## src/sv/nms_pkg.sv

```systemverilog
`timescale 1ns / 1ps
// Shared widths, register indexes, neighbour tables and divider types for
// the neighbour mean smoother. No dependencies.
package nms_pkg;

    localparam int DATA_W     = 32;
    localparam int ROW_W      = 16;
    localparam int COL_W      = 6;
    localparam int IDX_W      = 22;
    localparam int SUM_W      = 35;
    localparam int PROD_W     = 40;
    localparam int CNT_W      = 4;
    localparam int OFF_W      = 8;
    localparam int SLOT_W     = 9;
    localparam int RES_CNT_W  = 7;
    localparam int CFG_IDX_W  = 4;
    localparam int CFG_DATA_W = 16;

    localparam int DIV_RADIX_BITS = 8;
    localparam int DIV_CYCLES     = PROD_W / DIV_RADIX_BITS;
    localparam int DIV_STEP_W     = 3;

    localparam logic [RES_CNT_W-1:0] MAX_OUT = 7'd64;

    localparam logic [CFG_IDX_W-1:0] CFG_ROW_COUNT = 4'd0;
    localparam logic [CFG_IDX_W-1:0] CFG_COL_COUNT = 4'd1;

    localparam logic [1:0] REL_PREV = 2'd0;
    localparam logic [1:0] REL_SAME = 2'd1;
    localparam logic [1:0] REL_NEXT = 2'd2;

    localparam logic [1:0] NB_ROW [8] = '{REL_PREV, REL_PREV, REL_PREV, REL_SAME,
                                          REL_SAME, REL_NEXT, REL_NEXT, REL_NEXT};
    localparam logic [1:0] NB_COL [8] = '{REL_PREV, REL_SAME, REL_NEXT, REL_PREV,
                                          REL_NEXT, REL_PREV, REL_SAME, REL_NEXT};

    typedef struct packed {
        logic              start;
        logic [PROD_W-1:0] dividend;
        logic [CNT_W-1:0]  divisor;
    } t_div_req;

    typedef struct packed {
        logic              done;
        logic [PROD_W-1:0] quotient;
    } t_div_rsp;

endpackage

```

## src/sv/neighbour_mean_smooth.sv

```systemverilog
`timescale 1ns / 1ps
// Top level of the neighbour mean smoother: history memory, sequencer and
// result registers. Depends on nms_pkg and nms_div.
//
// Elements arrive in row-major order and are kept in a history memory with
// one write port and one read port; each result is the mean of the in-matrix
// neighbours, excluding the centre, given in tenths and truncated toward
// zero, and leaves once its lower-right neighbour has arrived, in element
// order. One item is handled at a time. For each result it completes, an
// item runs eight neighbour reads through the one memory read port, a drain
// step, two scaling steps, the divider that produces eight quotient bits
// per cycle, and a final step to saturate and post it. The last element of
// a matrix completes up to col_count + 2 results (zero columns count as
// one). A finished result waits in the output register while the next item
// is accepted. A write to either size register restarts the matrix. A
// result beyond 64 for one item is held and given first with the next item.
module neighbour_mean_smooth #(
    parameter int MAX_COLS      = 63,
    parameter int HISTORY_DEPTH = 128
) (
    input  logic                                i_clk,
    input  logic                                i_rst_n,
    input  logic                                i_in_valid,
    output logic                                o_in_ready,
    input  logic signed [nms_pkg::DATA_W-1:0]   i_pixel_value,
    output logic                                o_out_valid,
    input  logic                                i_out_ready,
    output logic signed [nms_pkg::DATA_W-1:0]   o_mean_tenths,
    output logic                                o_no_neighbours,
    output logic                                o_saturated,
    output logic                                o_last_result,
    input  logic                                i_cfg_valid,
    output logic                                o_cfg_ready,
    input  logic [nms_pkg::CFG_IDX_W-1:0]       i_cfg_index,
    input  logic [nms_pkg::CFG_DATA_W-1:0]      i_cfg_data
);

    localparam int AddrW   = $clog2(HISTORY_DEPTH);
    localparam int HistCap = (HISTORY_DEPTH - 2) / 2;
    localparam int ColCap  = (MAX_COLS < HistCap) ? MAX_COLS : HistCap;
    localparam int IdxXW   = nms_pkg::IDX_W + 1;
    localparam int SlotW   = nms_pkg::SLOT_W;
    localparam int OffW    = nms_pkg::OFF_W;
    localparam int DataW   = nms_pkg::DATA_W;
    localparam int SumW    = nms_pkg::SUM_W;
    localparam int ProdW   = nms_pkg::PROD_W;
    localparam logic signed [SlotW-1:0] DepthS = SlotW'(HISTORY_DEPTH);

    typedef enum logic [3:0] {
        S_IDLE, S_BACKLOG, S_CHECK, S_READ, S_DRAIN,
        S_SCALE, S_ABS, S_DIV, S_FIN, S_WRITE
    } t_state;

    t_state r_state;

    logic [nms_pkg::ROW_W-1:0] r_row_count;
    logic [nms_pkg::COL_W-1:0] r_col_count;
    logic [nms_pkg::ROW_W-1:0] r_row_pos;
    logic [nms_pkg::COL_W-1:0] r_col_pos;
    logic [nms_pkg::IDX_W-1:0] r_pos_idx;
    logic [AddrW-1:0]          r_pos_slot;
    logic [nms_pkg::ROW_W-1:0] r_em_row;
    logic [nms_pkg::COL_W-1:0] r_em_col;
    logic [nms_pkg::IDX_W-1:0] r_em_idx;
    logic [AddrW-1:0]          r_em_slot;

    logic [DataW-1:0]                  r_cur_val;
    logic                              r_final;
    logic [nms_pkg::RES_CNT_W-1:0]     r_res_cnt;
    logic                              r_to_bl;
    logic [2:0]                        r_k;
    logic signed [SumW-1:0]            r_sum;
    logic [nms_pkg::CNT_W-1:0]         r_nb_cnt;
    logic                              r_acc_en;
    logic                              r_acc_cur;
    logic signed [ProdW-1:0]           r_prod;
    logic                              r_neg;

    logic [DataW-1:0] r_hist [HISTORY_DEPTH];
    logic [DataW-1:0] r_rd_data;

    logic             r_bl_valid;
    logic [DataW-1:0] r_bl_mean;
    logic             r_bl_nonb;
    logic             r_bl_sat;
    logic             r_bl_last;

    logic             r_out_valid;
    logic [DataW-1:0] r_out_mean;
    logic             r_out_nonb;
    logic             r_out_sat;
    logic             r_out_last;

    logic [nms_pkg::ROW_W-1:0] rows_m1;
    logic [nms_pkg::COL_W-1:0] eff_cols;
    logic [nms_pkg::COL_W-1:0] cols_m1;
    logic                      pos_last;
    logic [IdxXW-1:0]          lag_sum;
    logic                      due;
    logic                      in_fire;
    logic                      cfg_fire;
    logic                      cfg_restart;
    logic                      out_free;
    logic                      out_post;
    logic [AddrW-1:0]          pos_slot_inc;
    logic [AddrW-1:0]          em_slot_inc;

    logic [1:0]                nb_rrel;
    logic [1:0]                nb_crel;
    logic                      nb_valid;
    logic signed [OffW-1:0]    cols_s;
    logic signed [OffW-1:0]    row_off;
    logic signed [OffW-1:0]    col_off;
    logic signed [OffW-1:0]    nb_off;
    logic [IdxXW-1:0]          nb_idx;
    logic                      nb_is_cur;
    logic signed [SlotW-1:0]   slot_raw;
    logic signed [SlotW-1:0]   slot_fix;
    logic [AddrW-1:0]          nb_addr;
    logic [DataW-1:0]          acc_data;

    logic [DataW-1:0]          res_mean;
    logic                      res_nonb;
    logic                      res_sat;
    logic                      res_last;
    logic                      pos_ovf;
    logic                      neg_ovf;
    logic [ProdW-1:0]          quo;

    nms_pkg::t_div_req div_req;
    nms_pkg::t_div_rsp div_rsp;

    always_comb begin
        eff_cols = (r_col_count == '0) ? nms_pkg::COL_W'(1) : r_col_count;
        if (eff_cols > nms_pkg::COL_W'(ColCap)) begin
            eff_cols = nms_pkg::COL_W'(ColCap);
        end
    end

    assign rows_m1  = (r_row_count == '0) ? '0 : r_row_count - 1'b1;
    assign cols_m1  = eff_cols - 1'b1;
    assign pos_last = (r_row_pos == rows_m1) && (r_col_pos == cols_m1);

    assign lag_sum = {1'b0, r_em_idx} + IdxXW'(eff_cols) + IdxXW'(1);
    assign due     = (r_em_idx <= r_pos_idx) && (r_final || (lag_sum <= {1'b0, r_pos_idx}));

    assign o_cfg_ready = (r_state == S_IDLE);
    assign o_in_ready  = (r_state == S_IDLE) && !i_cfg_valid;
    assign cfg_fire    = i_cfg_valid && o_cfg_ready;
    assign in_fire     = i_in_valid && o_in_ready;
    assign cfg_restart = cfg_fire && ((i_cfg_index == nms_pkg::CFG_ROW_COUNT) ||
                                      (i_cfg_index == nms_pkg::CFG_COL_COUNT));
    assign out_free    = !r_out_valid || i_out_ready;
    assign out_post    = out_free && ((r_state == S_BACKLOG) ||
                                      ((r_state == S_FIN) && !r_to_bl));

    assign pos_slot_inc = (r_pos_slot == AddrW'(HISTORY_DEPTH - 1)) ? '0 : r_pos_slot + 1'b1;
    assign em_slot_inc  = (r_em_slot == AddrW'(HISTORY_DEPTH - 1)) ? '0 : r_em_slot + 1'b1;

    // Neighbour k of the element whose result is being formed.
    assign nb_rrel = nms_pkg::NB_ROW[r_k];
    assign nb_crel = nms_pkg::NB_COL[r_k];
    assign cols_s  = $signed({2'b00, eff_cols});

    always_comb begin
        case (nb_rrel)
            nms_pkg::REL_PREV: row_off = -cols_s;
            nms_pkg::REL_NEXT: row_off = cols_s;
            default:           row_off = '0;
        endcase
        case (nb_crel)
            nms_pkg::REL_PREV: col_off = -OffW'(1);
            nms_pkg::REL_NEXT: col_off = OffW'(1);
            default:           col_off = '0;
        endcase
    end

    assign nb_valid = !((nb_rrel == nms_pkg::REL_PREV) && (r_em_row == '0)) &&
                      !((nb_rrel == nms_pkg::REL_NEXT) && (r_em_row == rows_m1)) &&
                      !((nb_crel == nms_pkg::REL_PREV) && (r_em_col == '0)) &&
                      !((nb_crel == nms_pkg::REL_NEXT) && (r_em_col == cols_m1));

    assign nb_off    = row_off + col_off;
    assign nb_idx    = {1'b0, r_em_idx} + {{(IdxXW - OffW){nb_off[OffW-1]}}, nb_off};
    assign nb_is_cur = (nb_idx == {1'b0, r_pos_idx});
    assign slot_raw  = $signed(SlotW'(r_em_slot)) + SlotW'(nb_off);

    always_comb begin
        if (slot_raw[SlotW-1]) begin
            slot_fix = slot_raw + DepthS;
        end else if (slot_raw >= DepthS) begin
            slot_fix = slot_raw - DepthS;
        end else begin
            slot_fix = slot_raw;
        end
    end

    assign nb_addr  = slot_fix[AddrW-1:0];
    assign acc_data = r_acc_cur ? r_cur_val : r_rd_data;

    always_ff @(posedge i_clk) begin
        if (r_state == S_WRITE) begin
            r_hist[r_pos_slot] <= r_cur_val;
        end
        r_rd_data <= r_hist[nb_addr];
    end

    assign div_req.start    = (r_state == S_ABS);
    assign div_req.dividend = r_prod[ProdW-1] ? (~r_prod + 1'b1) : r_prod;
    assign div_req.divisor  = r_nb_cnt;

    nms_div u_div (
        .i_clk   (i_clk),
        .i_rst_n (i_rst_n),
        .i_req   (div_req),
        .o_rsp   (div_rsp)
    );

    assign quo     = div_rsp.quotient;
    assign pos_ovf = |quo[ProdW-1:DataW-1];
    assign neg_ovf = (|quo[ProdW-1:DataW]) || (quo[DataW-1] && (|quo[DataW-2:0]));

    always_comb begin
        res_last = (r_em_row == rows_m1) && (r_em_col == cols_m1);
        res_nonb = 1'b0;
        res_sat  = 1'b0;
        res_mean = '0;
        if (r_nb_cnt == '0) begin
            res_nonb = 1'b1;
        end else if (!r_neg) begin
            res_sat  = pos_ovf;
            res_mean = pos_ovf ? {1'b0, {(DataW - 1){1'b1}}} : quo[DataW-1:0];
        end else begin
            res_sat  = neg_ovf;
            res_mean = neg_ovf ? {1'b1, {(DataW - 1){1'b0}}} : (~quo[DataW-1:0] + 1'b1);
        end
    end

    always_ff @(posedge i_clk) begin
        if (!i_rst_n) begin
            r_state     <= S_IDLE;
            r_row_count <= nms_pkg::ROW_W'(1);
            r_col_count <= nms_pkg::COL_W'(1);
            r_row_pos   <= '0;
            r_col_pos   <= '0;
            r_pos_idx   <= '0;
            r_pos_slot  <= '0;
            r_em_row    <= '0;
            r_em_col    <= '0;
            r_em_idx    <= '0;
            r_em_slot   <= '0;
            r_final     <= 1'b0;
            r_res_cnt   <= '0;
            r_to_bl     <= 1'b0;
            r_k         <= '0;
            r_nb_cnt    <= '0;
            r_acc_en    <= 1'b0;
            r_bl_valid  <= 1'b0;
            r_out_valid <= 1'b0;
        end else begin
            if (r_out_valid && i_out_ready && !out_post) begin
                r_out_valid <= 1'b0;
            end
            case (r_state)
                S_IDLE: begin
                    if (cfg_fire) begin
                        case (i_cfg_index)
                            nms_pkg::CFG_ROW_COUNT: r_row_count <= i_cfg_data[nms_pkg::ROW_W-1:0];
                            nms_pkg::CFG_COL_COUNT: r_col_count <= i_cfg_data[nms_pkg::COL_W-1:0];
                            default: ;
                        endcase
                        if (cfg_restart) begin
                            r_row_pos  <= '0;
                            r_col_pos  <= '0;
                            r_pos_idx  <= '0;
                            r_pos_slot <= '0;
                            r_em_row   <= '0;
                            r_em_col   <= '0;
                            r_em_idx   <= '0;
                            r_em_slot  <= '0;
                        end
                    end else if (in_fire) begin
                        r_cur_val <= i_pixel_value;
                        r_final   <= pos_last;
                        r_res_cnt <= '0;
                        r_state   <= r_bl_valid ? S_BACKLOG : S_CHECK;
                    end
                end
                S_BACKLOG: begin
                    if (out_free) begin
                        r_out_valid <= 1'b1;
                        r_out_mean  <= r_bl_mean;
                        r_out_nonb  <= r_bl_nonb;
                        r_out_sat   <= r_bl_sat;
                        r_out_last  <= r_bl_last;
                        r_bl_valid  <= 1'b0;
                        r_res_cnt   <= nms_pkg::RES_CNT_W'(1);
                        r_state     <= S_CHECK;
                    end
                end
                S_CHECK: begin
                    if (due && ((r_res_cnt < nms_pkg::MAX_OUT) || !r_bl_valid)) begin
                        r_to_bl  <= (r_res_cnt >= nms_pkg::MAX_OUT);
                        r_k      <= '0;
                        r_sum    <= '0;
                        r_nb_cnt <= '0;
                        r_acc_en <= 1'b0;
                        r_state  <= S_READ;
                    end else begin
                        r_state <= S_WRITE;
                    end
                end
                S_READ: begin
                    if (r_acc_en) begin
                        r_sum <= r_sum + SumW'($signed(acc_data));
                    end
                    r_acc_en  <= nb_valid;
                    r_acc_cur <= nb_is_cur;
                    if (nb_valid) begin
                        r_nb_cnt <= r_nb_cnt + 1'b1;
                    end
                    r_k <= r_k + 1'b1;
                    if (r_k == 3'd7) begin
                        r_state <= S_DRAIN;
                    end
                end
                S_DRAIN: begin
                    if (r_acc_en) begin
                        r_sum <= r_sum + SumW'($signed(acc_data));
                    end
                    r_acc_en <= 1'b0;
                    r_state  <= S_SCALE;
                end
                S_SCALE: begin
                    r_prod  <= (ProdW'(r_sum) <<< 3) + (ProdW'(r_sum) <<< 1);
                    r_state <= (r_nb_cnt == '0) ? S_FIN : S_ABS;
                end
                S_ABS: begin
                    r_neg   <= r_prod[ProdW-1];
                    r_state <= S_DIV;
                end
                S_DIV: begin
                    if (div_rsp.done) begin
                        r_state <= S_FIN;
                    end
                end
                S_FIN: begin
                    if (r_to_bl || out_free) begin
                        if (r_to_bl) begin
                            r_bl_valid <= 1'b1;
                            r_bl_mean  <= res_mean;
                            r_bl_nonb  <= res_nonb;
                            r_bl_sat   <= res_sat;
                            r_bl_last  <= res_last;
                        end else begin
                            r_out_valid <= 1'b1;
                            r_out_mean  <= res_mean;
                            r_out_nonb  <= res_nonb;
                            r_out_sat   <= res_sat;
                            r_out_last  <= res_last;
                            r_res_cnt   <= r_res_cnt + 1'b1;
                        end
                        r_em_idx  <= r_em_idx + 1'b1;
                        r_em_slot <= em_slot_inc;
                        if (r_em_col == cols_m1) begin
                            r_em_col <= '0;
                            r_em_row <= r_em_row + 1'b1;
                        end else begin
                            r_em_col <= r_em_col + 1'b1;
                        end
                        r_state <= S_CHECK;
                    end
                end
                S_WRITE: begin
                    if (r_final) begin
                        r_row_pos  <= '0;
                        r_col_pos  <= '0;
                        r_pos_idx  <= '0;
                        r_pos_slot <= '0;
                        r_em_row   <= '0;
                        r_em_col   <= '0;
                        r_em_idx   <= '0;
                        r_em_slot  <= '0;
                    end else begin
                        r_pos_idx  <= r_pos_idx + 1'b1;
                        r_pos_slot <= pos_slot_inc;
                        if (r_col_pos == cols_m1) begin
                            r_col_pos <= '0;
                            r_row_pos <= r_row_pos + 1'b1;
                        end else begin
                            r_col_pos <= r_col_pos + 1'b1;
                        end
                    end
                    r_state <= S_IDLE;
                end
                default: begin
                    r_state <= S_IDLE;
                end
            endcase
        end
    end

    assign o_out_valid     = r_out_valid;
    assign o_mean_tenths   = r_out_mean;
    assign o_no_neighbours = r_out_nonb;
    assign o_saturated     = r_out_sat;
    assign o_last_result   = r_out_last;

`ifndef SYNTHESIS
    a_nb_cnt_range: assert property (@(posedge i_clk) disable iff (!i_rst_n)
        r_nb_cnt <= nms_pkg::CNT_W'(8))
        else $error("neighbour count above eight");

    a_res_cnt_range: assert property (@(posedge i_clk) disable iff (!i_rst_n)
        r_res_cnt <= nms_pkg::MAX_OUT)
        else $error("more results in one transaction than the output limit");

    a_one_at_a_time: assert property (@(posedge i_clk) disable iff (!i_rst_n)
        in_fire |=> !o_in_ready)
        else $error("input taken while a transaction is in progress");

    a_emit_behind: assert property (@(posedge i_clk) disable iff (!i_rst_n)
        (r_state == S_IDLE) |-> (r_em_idx <= r_pos_idx))
        else $error("result index ahead of input position");
`endif

endmodule

```

## src/sv/nms_div.sv

```systemverilog
`timescale 1ns / 1ps
// Unsigned divider of a 40-bit magnitude by a small count, eight quotient
// bits per cycle. Depends on nms_pkg.
module nms_div (
    input  logic              i_clk,
    input  logic              i_rst_n,
    input  nms_pkg::t_div_req i_req,
    output nms_pkg::t_div_rsp o_rsp
);

    logic [nms_pkg::PROD_W-1:0]     r_work;
    logic [nms_pkg::CNT_W-1:0]      r_rem;
    logic [nms_pkg::DIV_STEP_W-1:0] r_step;
    logic                           r_busy;
    logic                           r_done;
    logic [nms_pkg::PROD_W-1:0]     n_work;
    logic [nms_pkg::CNT_W-1:0]      n_rem;

    always_comb begin
        logic [nms_pkg::CNT_W-1:0] trial;
        trial  = '0;
        n_work = r_work;
        n_rem  = r_rem;
        for (int i = 0; i < nms_pkg::DIV_RADIX_BITS; i++) begin
            trial  = {n_rem[nms_pkg::CNT_W-2:0], n_work[nms_pkg::PROD_W-1]};
            n_work = {n_work[nms_pkg::PROD_W-2:0], 1'b0};
            if (trial >= i_req.divisor) begin
                n_rem     = trial - i_req.divisor;
                n_work[0] = 1'b1;
            end else begin
                n_rem = trial;
            end
        end
    end

    always_ff @(posedge i_clk) begin
        if (!i_rst_n) begin
            r_busy <= 1'b0;
            r_done <= 1'b0;
            r_step <= '0;
        end else if (i_req.start) begin
            r_work <= i_req.dividend;
            r_rem  <= '0;
            r_step <= '0;
            r_busy <= 1'b1;
            r_done <= 1'b0;
        end else if (r_busy) begin
            r_work <= n_work;
            r_rem  <= n_rem;
            r_step <= r_step + 1'b1;
            if (r_step == nms_pkg::DIV_STEP_W'(nms_pkg::DIV_CYCLES - 1)) begin
                r_busy <= 1'b0;
                r_done <= 1'b1;
            end
        end else begin
            r_done <= 1'b0;
        end
    end

    assign o_rsp.done     = r_done;
    assign o_rsp.quotient = r_work;

endmodule

```

## config.mk

```make
export PLATFORM = sky130hd
export DESIGN_NAME = neighbour_mean_smooth
export DESIGN_NICKNAME = d
export VERILOG_FILES = /design/src/sv/nms_pkg.sv /design/src/sv/neighbour_mean_smooth.sv /design/src/sv/nms_div.sv
export SDC_FILE = /design/constraint.sdc
export NUM_CORES = 2
export LEC_CHECK = 0
export BUFFER_PORTS_ARGS = -buffer_cell sky130_fd_sc_hd__buf_2
export CAP_MARGIN = 20
export CORE_MARGIN = 2
export CORE_UTILIZATION = 60
export CTS_CLUSTER_SIZE = 10
export DETAILED_ROUTE_END_ITERATION = 6
export PLACE_DENSITY = 0.79
export SLEW_MARGIN = 40
export SYNTH_ARGS = -nofsm -noshare
export SYNTH_HDL_FRONTEND = slang
export SYNTH_HIERARCHICAL = 1
export SYNTH_SLANG_ARGS = --single-unit
```

## constraint.sdc

```tcl
create_clock -name i_clk -period 10.3 [get_ports i_clk]
set_input_delay 2.06 -clock i_clk [delete_from_list [all_inputs] [get_ports i_clk]]
set_output_delay 2.06 -clock i_clk [all_outputs]
set_load 0.03 [all_outputs]
```

After elaboration in Yosys (flattened, before gate mapping)
Memories as Yosys holds them, arrays and structs flattened. A register that Yosys moved wholly into a read port is not among the register bits. Cells that the tools add are included.

Muxes and demuxes: 129. $lt $le $gt $ge: 15. $add $sub $neg: 34. Reductions and logical operators: 81. Equality and inequality tests: 37. Bitwise gates (word level): 6.

Operators by type and width (count): two-way mux 32 bit (8); two-way mux 16 bit (8); two-way mux 40 bit (3); two-way mux 22 bit (5); two-way mux 7 bit (14); two-way mux 35 bit (2); one-hot mux 35 bit (2 select lines) (1); one-hot mux 22 bit (3 select lines) (1); one-hot mux 32 bit (2 select lines) (1); two-way mux 6 bit (9); one-hot mux 16 bit (3 select lines) (1); adder 22 x 1 -> 22 bit (second input constant) (2); one-hot mux 22 bit (2 select lines) (1); one-hot mux 7 bit (3 select lines) (2); adder 40 x 1 -> 40 bit (second input constant) (1); two-way mux 4 bit (10); NOT 40 bit (1); adder 38 x 36 -> 39 bit (1); one-hot mux 4 bit (9 select lines) (1); adder 35 x 32 -> 35 bit (1); two-way mux 1 bit (33); adder 16 x 1 -> 16 bit (second input constant) (2); adder 32 x 1 -> 32 bit (second input constant) (1); equality test 16 bit (2); 67 further kinds (191).

Bits in writable memories: 4096. Bits in read-only memories: 32. Register bits: 374. Memories: 3. Bits of input ports: 57. Output and inout port bits: 38.

Memory list: r_hist (words 128, width 32, read ports 1, clocked after memory_dff 1, wr ports 1, RTL line neighbour_mean_smooth.sv:79) `logic [DataW-1:0] r_hist [HISTORY_DEPTH];`; (no name shown) (words 8, width 2, read ports 1, clocked after memory_dff 0, wr ports 0, RTL line neighbour_mean_smooth.sv:162) `assign nb_crel = nms_pkg::NB_COL[r_k];`; (no name shown) (words 8, width 2, read ports 1, clocked after memory_dff 0, wr ports 0, RTL line neighbour_mean_smooth.sv:161) `assign nb_rrel = nms_pkg::NB_ROW[r_k];`.

Logic depth before layout (Yosys ltp)
Word-level depth: 18. Depth in mapped cells: 43.

By module
The synthesis kept the hierarchy.

By module, submodules not included: neighbour_mean_smooth (times used 1, cells an instance 8781, area each 179261.9 um2, seq. area each 131896.5 um2); nms_div (times used 1, cells an instance 268, area each 3349.5 um2, seq. area each 1391.3 um2).

Worst setup path before layout
Ideal clock, no wire load.

Path kind: register to register. Start: register r_nb_cnt[1] (netlist name). End: register u_div/r_work[0] (netlist name), data pin. Period minus slack after synthesis: 9.216 ns. Buffers on the path: 0. Arrival: 8.956 ns. Cell stages (with the launch flop): 38. Setup slack: 1.084 ns. Setup time: 0.260 ns. Required time: 10.040 ns. Path through: dfxtp_1 > inv_1 > fa_1 > a21oi_2 > o21ai_2 > mux2_2 > fa_1 > a21boi_2 > o21ai_4 > mux2_4 > fa_1 > a21boi_2 > o21ai_4 > mux2_4 > fa_1 > a21boi_1 > o211ai_1 > a21boi_2 > [2 not listed] > a21boi_2 > o21a_1 > o21ai_0 > inv_1 > fa_1 > a21boi_0 > o21ai_0 > nand2_1 > and2_1 > ha_1 > nand2_1 > o21ai_1 > and2_1 > nor2_1 > fa_1 > a21oi_1 > o21ai_2 > mux2_2.

Cells in the longest elaborated chain, start to end: 18. Elaborated cells between the ends (all ways): 25. Classes of those cells: add/sub (7); order compare (8); mux (10).

Ends and longest elaborated chain: from (decl) (RTL line neighbour_mean_smooth.sv:73) `logic [nms_pkg::CNT_W-1:0] r_nb_cnt;`; from (signal assigned) (RTL line neighbour_mean_smooth.sv:320) `r_nb_cnt <= r_nb_cnt + 1'b1;`; greater-or-equal comparator 4 bit or subtractor 3 bit (tied branches) (RTL line nms_div.sv:27, nms_div.sv:28); two-way mux 3 bit (RTL line nms_div.sv:27) `if (trial >= i_req.divisor) begin`; greater-or-equal comparator 4 bit or subtractor 3 bit (tied branches) (RTL line nms_div.sv:27, nms_div.sv:28); two-way mux 3 bit (RTL line nms_div.sv:27); greater-or-equal comparator 4 bit or subtractor 3 bit (tied branches) (RTL line nms_div.sv:27, nms_div.sv:28); two-way mux 3 bit (RTL line nms_div.sv:27); greater-or-equal comparator 4 bit or subtractor 3 bit (tied branches) (RTL line nms_div.sv:27, nms_div.sv:28); two-way mux 3 bit (RTL line nms_div.sv:27); [2 not listed]; greater-or-equal comparator 4 bit or subtractor 3 bit (tied branches) (RTL line nms_div.sv:27, nms_div.sv:28); two-way mux 3 bit (RTL line nms_div.sv:27); greater-or-equal comparator 4 bit or subtractor 3 bit (tied branches) (RTL line nms_div.sv:27, nms_div.sv:28); two-way mux 3 bit (RTL line nms_div.sv:27); greater-or-equal comparator 4 bit * (RTL line nms_div.sv:27); two-way mux 1 bit * (RTL line nms_div.sv:27); two-way mux 40 bit * (RTL line nms_div.sv:47) `end else if (r_busy) begin`; two-way mux 40 bit * (RTL line nms_div.sv:41) `end else if (i_req.start) begin`; to (signal assigned) (RTL line nms_div.sv:42) `r_work <= i_req.dividend;`; to (signal assigned) (RTL line nms_div.sv:48) `r_work <= n_work;`; to (decl) (RTL line nms_div.sv:11) `logic [nms_pkg::PROD_W-1:0] r_work;`.

Mark *: on every way between the ends. The rest lies on a longest branch, timed or not. The select of a mux whose other input is x is not followed. A chain may end at the register's enable or synchronous reset.

Final worst setup path
Start: register u_div/r_work[39] (netlist name). End: register u_div/r_rem[2] (netlist name), data pin.

Cells in the longest elaborated chain, start to end: 17. Elaborated cells between the ends (all ways): 25. Classes of those cells: add/sub (8); order compare (8); mux (9).

Ends and longest elaborated chain: greater-or-equal comparator 4 bit or subtractor 3 bit (tied branches) (RTL line nms_div.sv:27, nms_div.sv:28); two-way mux 3 bit * (RTL line nms_div.sv:27); greater-or-equal comparator 4 bit or subtractor 3 bit (tied branches) (RTL line nms_div.sv:27, nms_div.sv:28); two-way mux 3 bit * (RTL line nms_div.sv:27); greater-or-equal comparator 4 bit or subtractor 3 bit (tied branches) (RTL line nms_div.sv:27, nms_div.sv:28); two-way mux 3 bit * (RTL line nms_div.sv:27); greater-or-equal comparator 4 bit or subtractor 3 bit (tied branches) (RTL line nms_div.sv:27, nms_div.sv:28); two-way mux 3 bit * (RTL line nms_div.sv:27); greater-or-equal comparator 4 bit or subtractor 3 bit (tied branches) (RTL line nms_div.sv:27, nms_div.sv:28); two-way mux 3 bit * (RTL line nms_div.sv:27); greater-or-equal comparator 4 bit or subtractor 3 bit (tied branches) (RTL line nms_div.sv:27, nms_div.sv:28); two-way mux 3 bit * (RTL line nms_div.sv:27); greater-or-equal comparator 4 bit or subtractor 3 bit (tied branches) (RTL line nms_div.sv:27, nms_div.sv:28); two-way mux 3 bit * (RTL line nms_div.sv:27); greater-or-equal comparator 4 bit or subtractor 3 bit (tied branches) (RTL line nms_div.sv:27, nms_div.sv:28); two-way mux 3 bit * (RTL line nms_div.sv:27); two-way mux 3 bit * (RTL line nms_div.sv:47); to (signal assigned) (RTL line nms_div.sv:49) `r_rem <= n_rem;`; to (decl) (RTL line nms_div.sv:12) `logic [nms_pkg::CNT_W-1:0] r_rem;`.

Marked as above.

==> run metrics <==
Mapped Avg Cell Area 20.2 um2; Mapped Area 183,000 um2; CORE AREA 303,000 um2; Clock Skew 0.0670 ns; Clock Tree Root clkbuf_16; Synth top area share 71.0%; most frequent cells after synthesis 4,316 x edfxtp_1, 1,280 x mux4_2, 408 x nor2_1; WL final 531,000 um; synthesized instance count 9,049; Min-Delay Path Class flop to flop; max cap viols 0; Yosys cell types 99; clock latency on the worst-skew pair 1.06 ns; post-CTS setup buffers 0; leakage 64.5 nW; endpoints failing hold 0; Power Dens Cells 214 nW/um2; endpoints failing setup 0; crit path launch type flop; largest area contributor in the netlist edfxtp_1; vias in the first global route 101k; CP max stage cell fa_1; vias per inst 7.33; FMAX 0.103 GHz; Ys Warns 6; Area Growth Syn to Fin 12.5%; die width 556 um; CP required 11.05 ns; period utilization 93.9%; DRC Markers 11; CP max FO 8; TritonCTS clock tree done; Setup CP Type flop to flop; DR WL/cell 38.8 um; # fillers 17.4k; asr flop ratio synth 0%; H-tree levels 6; via count 100k; GPL Wtd Cong 0.905; initial core utilization 60.3%; Clock transition at path regs 0.06 ns; TritonCTS buffer count 523; Slew Limit Headroom 28.1%; initial antenna violation count 28; post-layout min period 9.67 ns; post-DP HPWL 263,000 um; die area 309,000 um2; most used cell, CP fa_1; dominant synthesized flop cell edfxtp_1; share of cells above drive strength 1 27.4%; RSZ-0062 raised after global routing no; flops & latches, synth 4,500; Worst-Margin Slew 1.08 ns; largest net degree at the start of global routing 128; Global Route Usage Sum 34.4%; Placement Setup Slack 0.508 ns; Final ANT Viol Nets 0; EDFF count, synth 4,316; Die H 556 um; failing checks design-rule violations; # clock sinks 4,500; Detailed Routing Iterations Pass 1 7; Ports 95; crit path DAT 10.42 ns; most frequent cell after synthesis edfxtp_1; grt ovf 0; port bufs 94; Slew Limit Fails 0; setup slack after layout 0.627 ns; setup TNS 0 ns; DRT iter0 DRCs 17.3k; Longest Clk Path Bufs 4; fin nets 9,815; crit path capture type flop; Max stage delay on crit path 0.42 ns; top cells by area, synth edfxtp_1 71%, mux4_2 16%, dfxtp_1 2.0%; outcome finished with violations; Worst VDD drop 0.168 mV; FP Rows 202; register area share after synthesis 73.0%; global-route wire length before repair 749,000 um
[routing by layer]
| metal | global-route usage, % | wire length [um] |
|---|---|---|
| met3 | 9.14 | 66100 |
| met5 | 0 | 169 |
| met4 | 21.1 | 37800 |
| met1 | 43.2 | 172000 |
| met2 | 54.3 | 255000 |
[cell families after synthesis]
| kind of cell | count (synthesis) | share of synthesized area [%] |
|---|---|---|
| DFF | 4500 | 73.0 |
| muxes | 1505 | 17.1 |
| and+or+nand+nor | 1246 | 3.18 |
| AOI/OAI and AO/OA | 734 | 2.60 |
| buffers and inverters | 561 | 1.17 |
| xor gates and xnor gates | 278 | 1.33 |
| adders and majority gates | 224 | 1.59 |
| other | 1 | 0.00205 |
[critical path, delay by kind of cell, from the launching register on]
kind / cells / cell delay, ns
simple gates: 4 / 0.51
buf+inv: 3 / 0.20
flops: 1 / 0.39
fa+ha+maj: 9 / 3.20
mux: 3 / 1.08
compound gates: 21 / 4.01
[where the power goes]
part / internal, mW / leakage (nW) / switching (mW)
sequential: 20.3 / 40.4 / 0.0796
combinational: 2.79 / 17.0 / 3.98
clock: 9.33 / 7.13 / 7.55
[timing repair]
item                       CTS  global route
resized for setup            0             3
setup endpoints to repair    0             4
hold endpoints to repair     0             0
hold buffers                 0             0
[area by class of cell]
type	count	area (um2)	share of cell area (%)
clock buffers	609	13500	6.57
multi-input cells	3989	48500	23.6
diodes	10	25.0	0.0122
repair buffers	393	3360	1.64
flip-flops and latches	4500	133000	64.9
clock inverters	62	1320	0.644
well taps	3978	4980	2.42
inverters	127	477	0.232
[placed cells by master, fill, tap and decap left out, types with 47 or more instances in the layout]
cell / count
mux2i_1: 56
nand2_1: 361
o211ai_1: 48
clkbuf_1: 81
nand3_1: 84
a21oi_1: 164
or3_1: 56
a21o_1: 51
dfxtp_1: 184
buf_4: 229
buf_2: 94
mux2_2: 143
inv_1: 125
o21ai_0: 207
nor2_1: 276
nor3_1: 61
xnor2_1: 181
edfxtp_1: 4316
mux4_2: 1280
nor2_4: 132
nand4_1: 47
ha_1: 209
clkbuf_16: 526
xor2_1: 92
[per-stage QoR]
stage	instances	utilization [%]	cell area, um2	power, mW	hold WS (ns)
global placement	13000	62.7	190000	26.8	0.463
finish	13700	67.8	205000	44.0	0.502
detailed placement	13000	62.8	190000	27.0	0.498
floorplan	9050	-	183000	25.0	0.446
CTS	13600	67.7	205000	43.8	0.506
global route	13700	67.8	205000	44.8	0.531
[path summary, 6_finish.rpt]
| check | slack [ns] | endpoint | cells past startpoint | startpoint |
|---|---|---|---|---|
| hold / removal | 0.50 | r_row_count[1] | 2 | r_row_count[1] |
| setup reg to reg | 0.63 | u_div/r_rem[2] | 40 | u_div/r_work[39] |
| setup / recovery | 0.63 | u_div/r_rem[2] | 40 | u_div/r_work[39] |
| hold reg to reg | 0.50 | r_row_count[1] | 2 | r_row_count[1] |
[sequential cells by signal, summed over array words and instances, names as in the netlist, 6 cells and up]
signal	flops
r_em_idx	22
r_hist	4096
r_prod	38
r_pos_slot	7
r_sum	35
r_em_col	6
o_mean_tenths	32
u_div/r_work	40
r_row_count	16
r_cur_val	32
r_rd_data	32
r_em_row	16
r_bl_mean	32
r_row_pos	16
r_em_slot	7
r_res_cnt	7
r_col_count	6
r_pos_idx	22
r_col_pos	6
No activity file was read; power rests on OpenSTA's default activity.
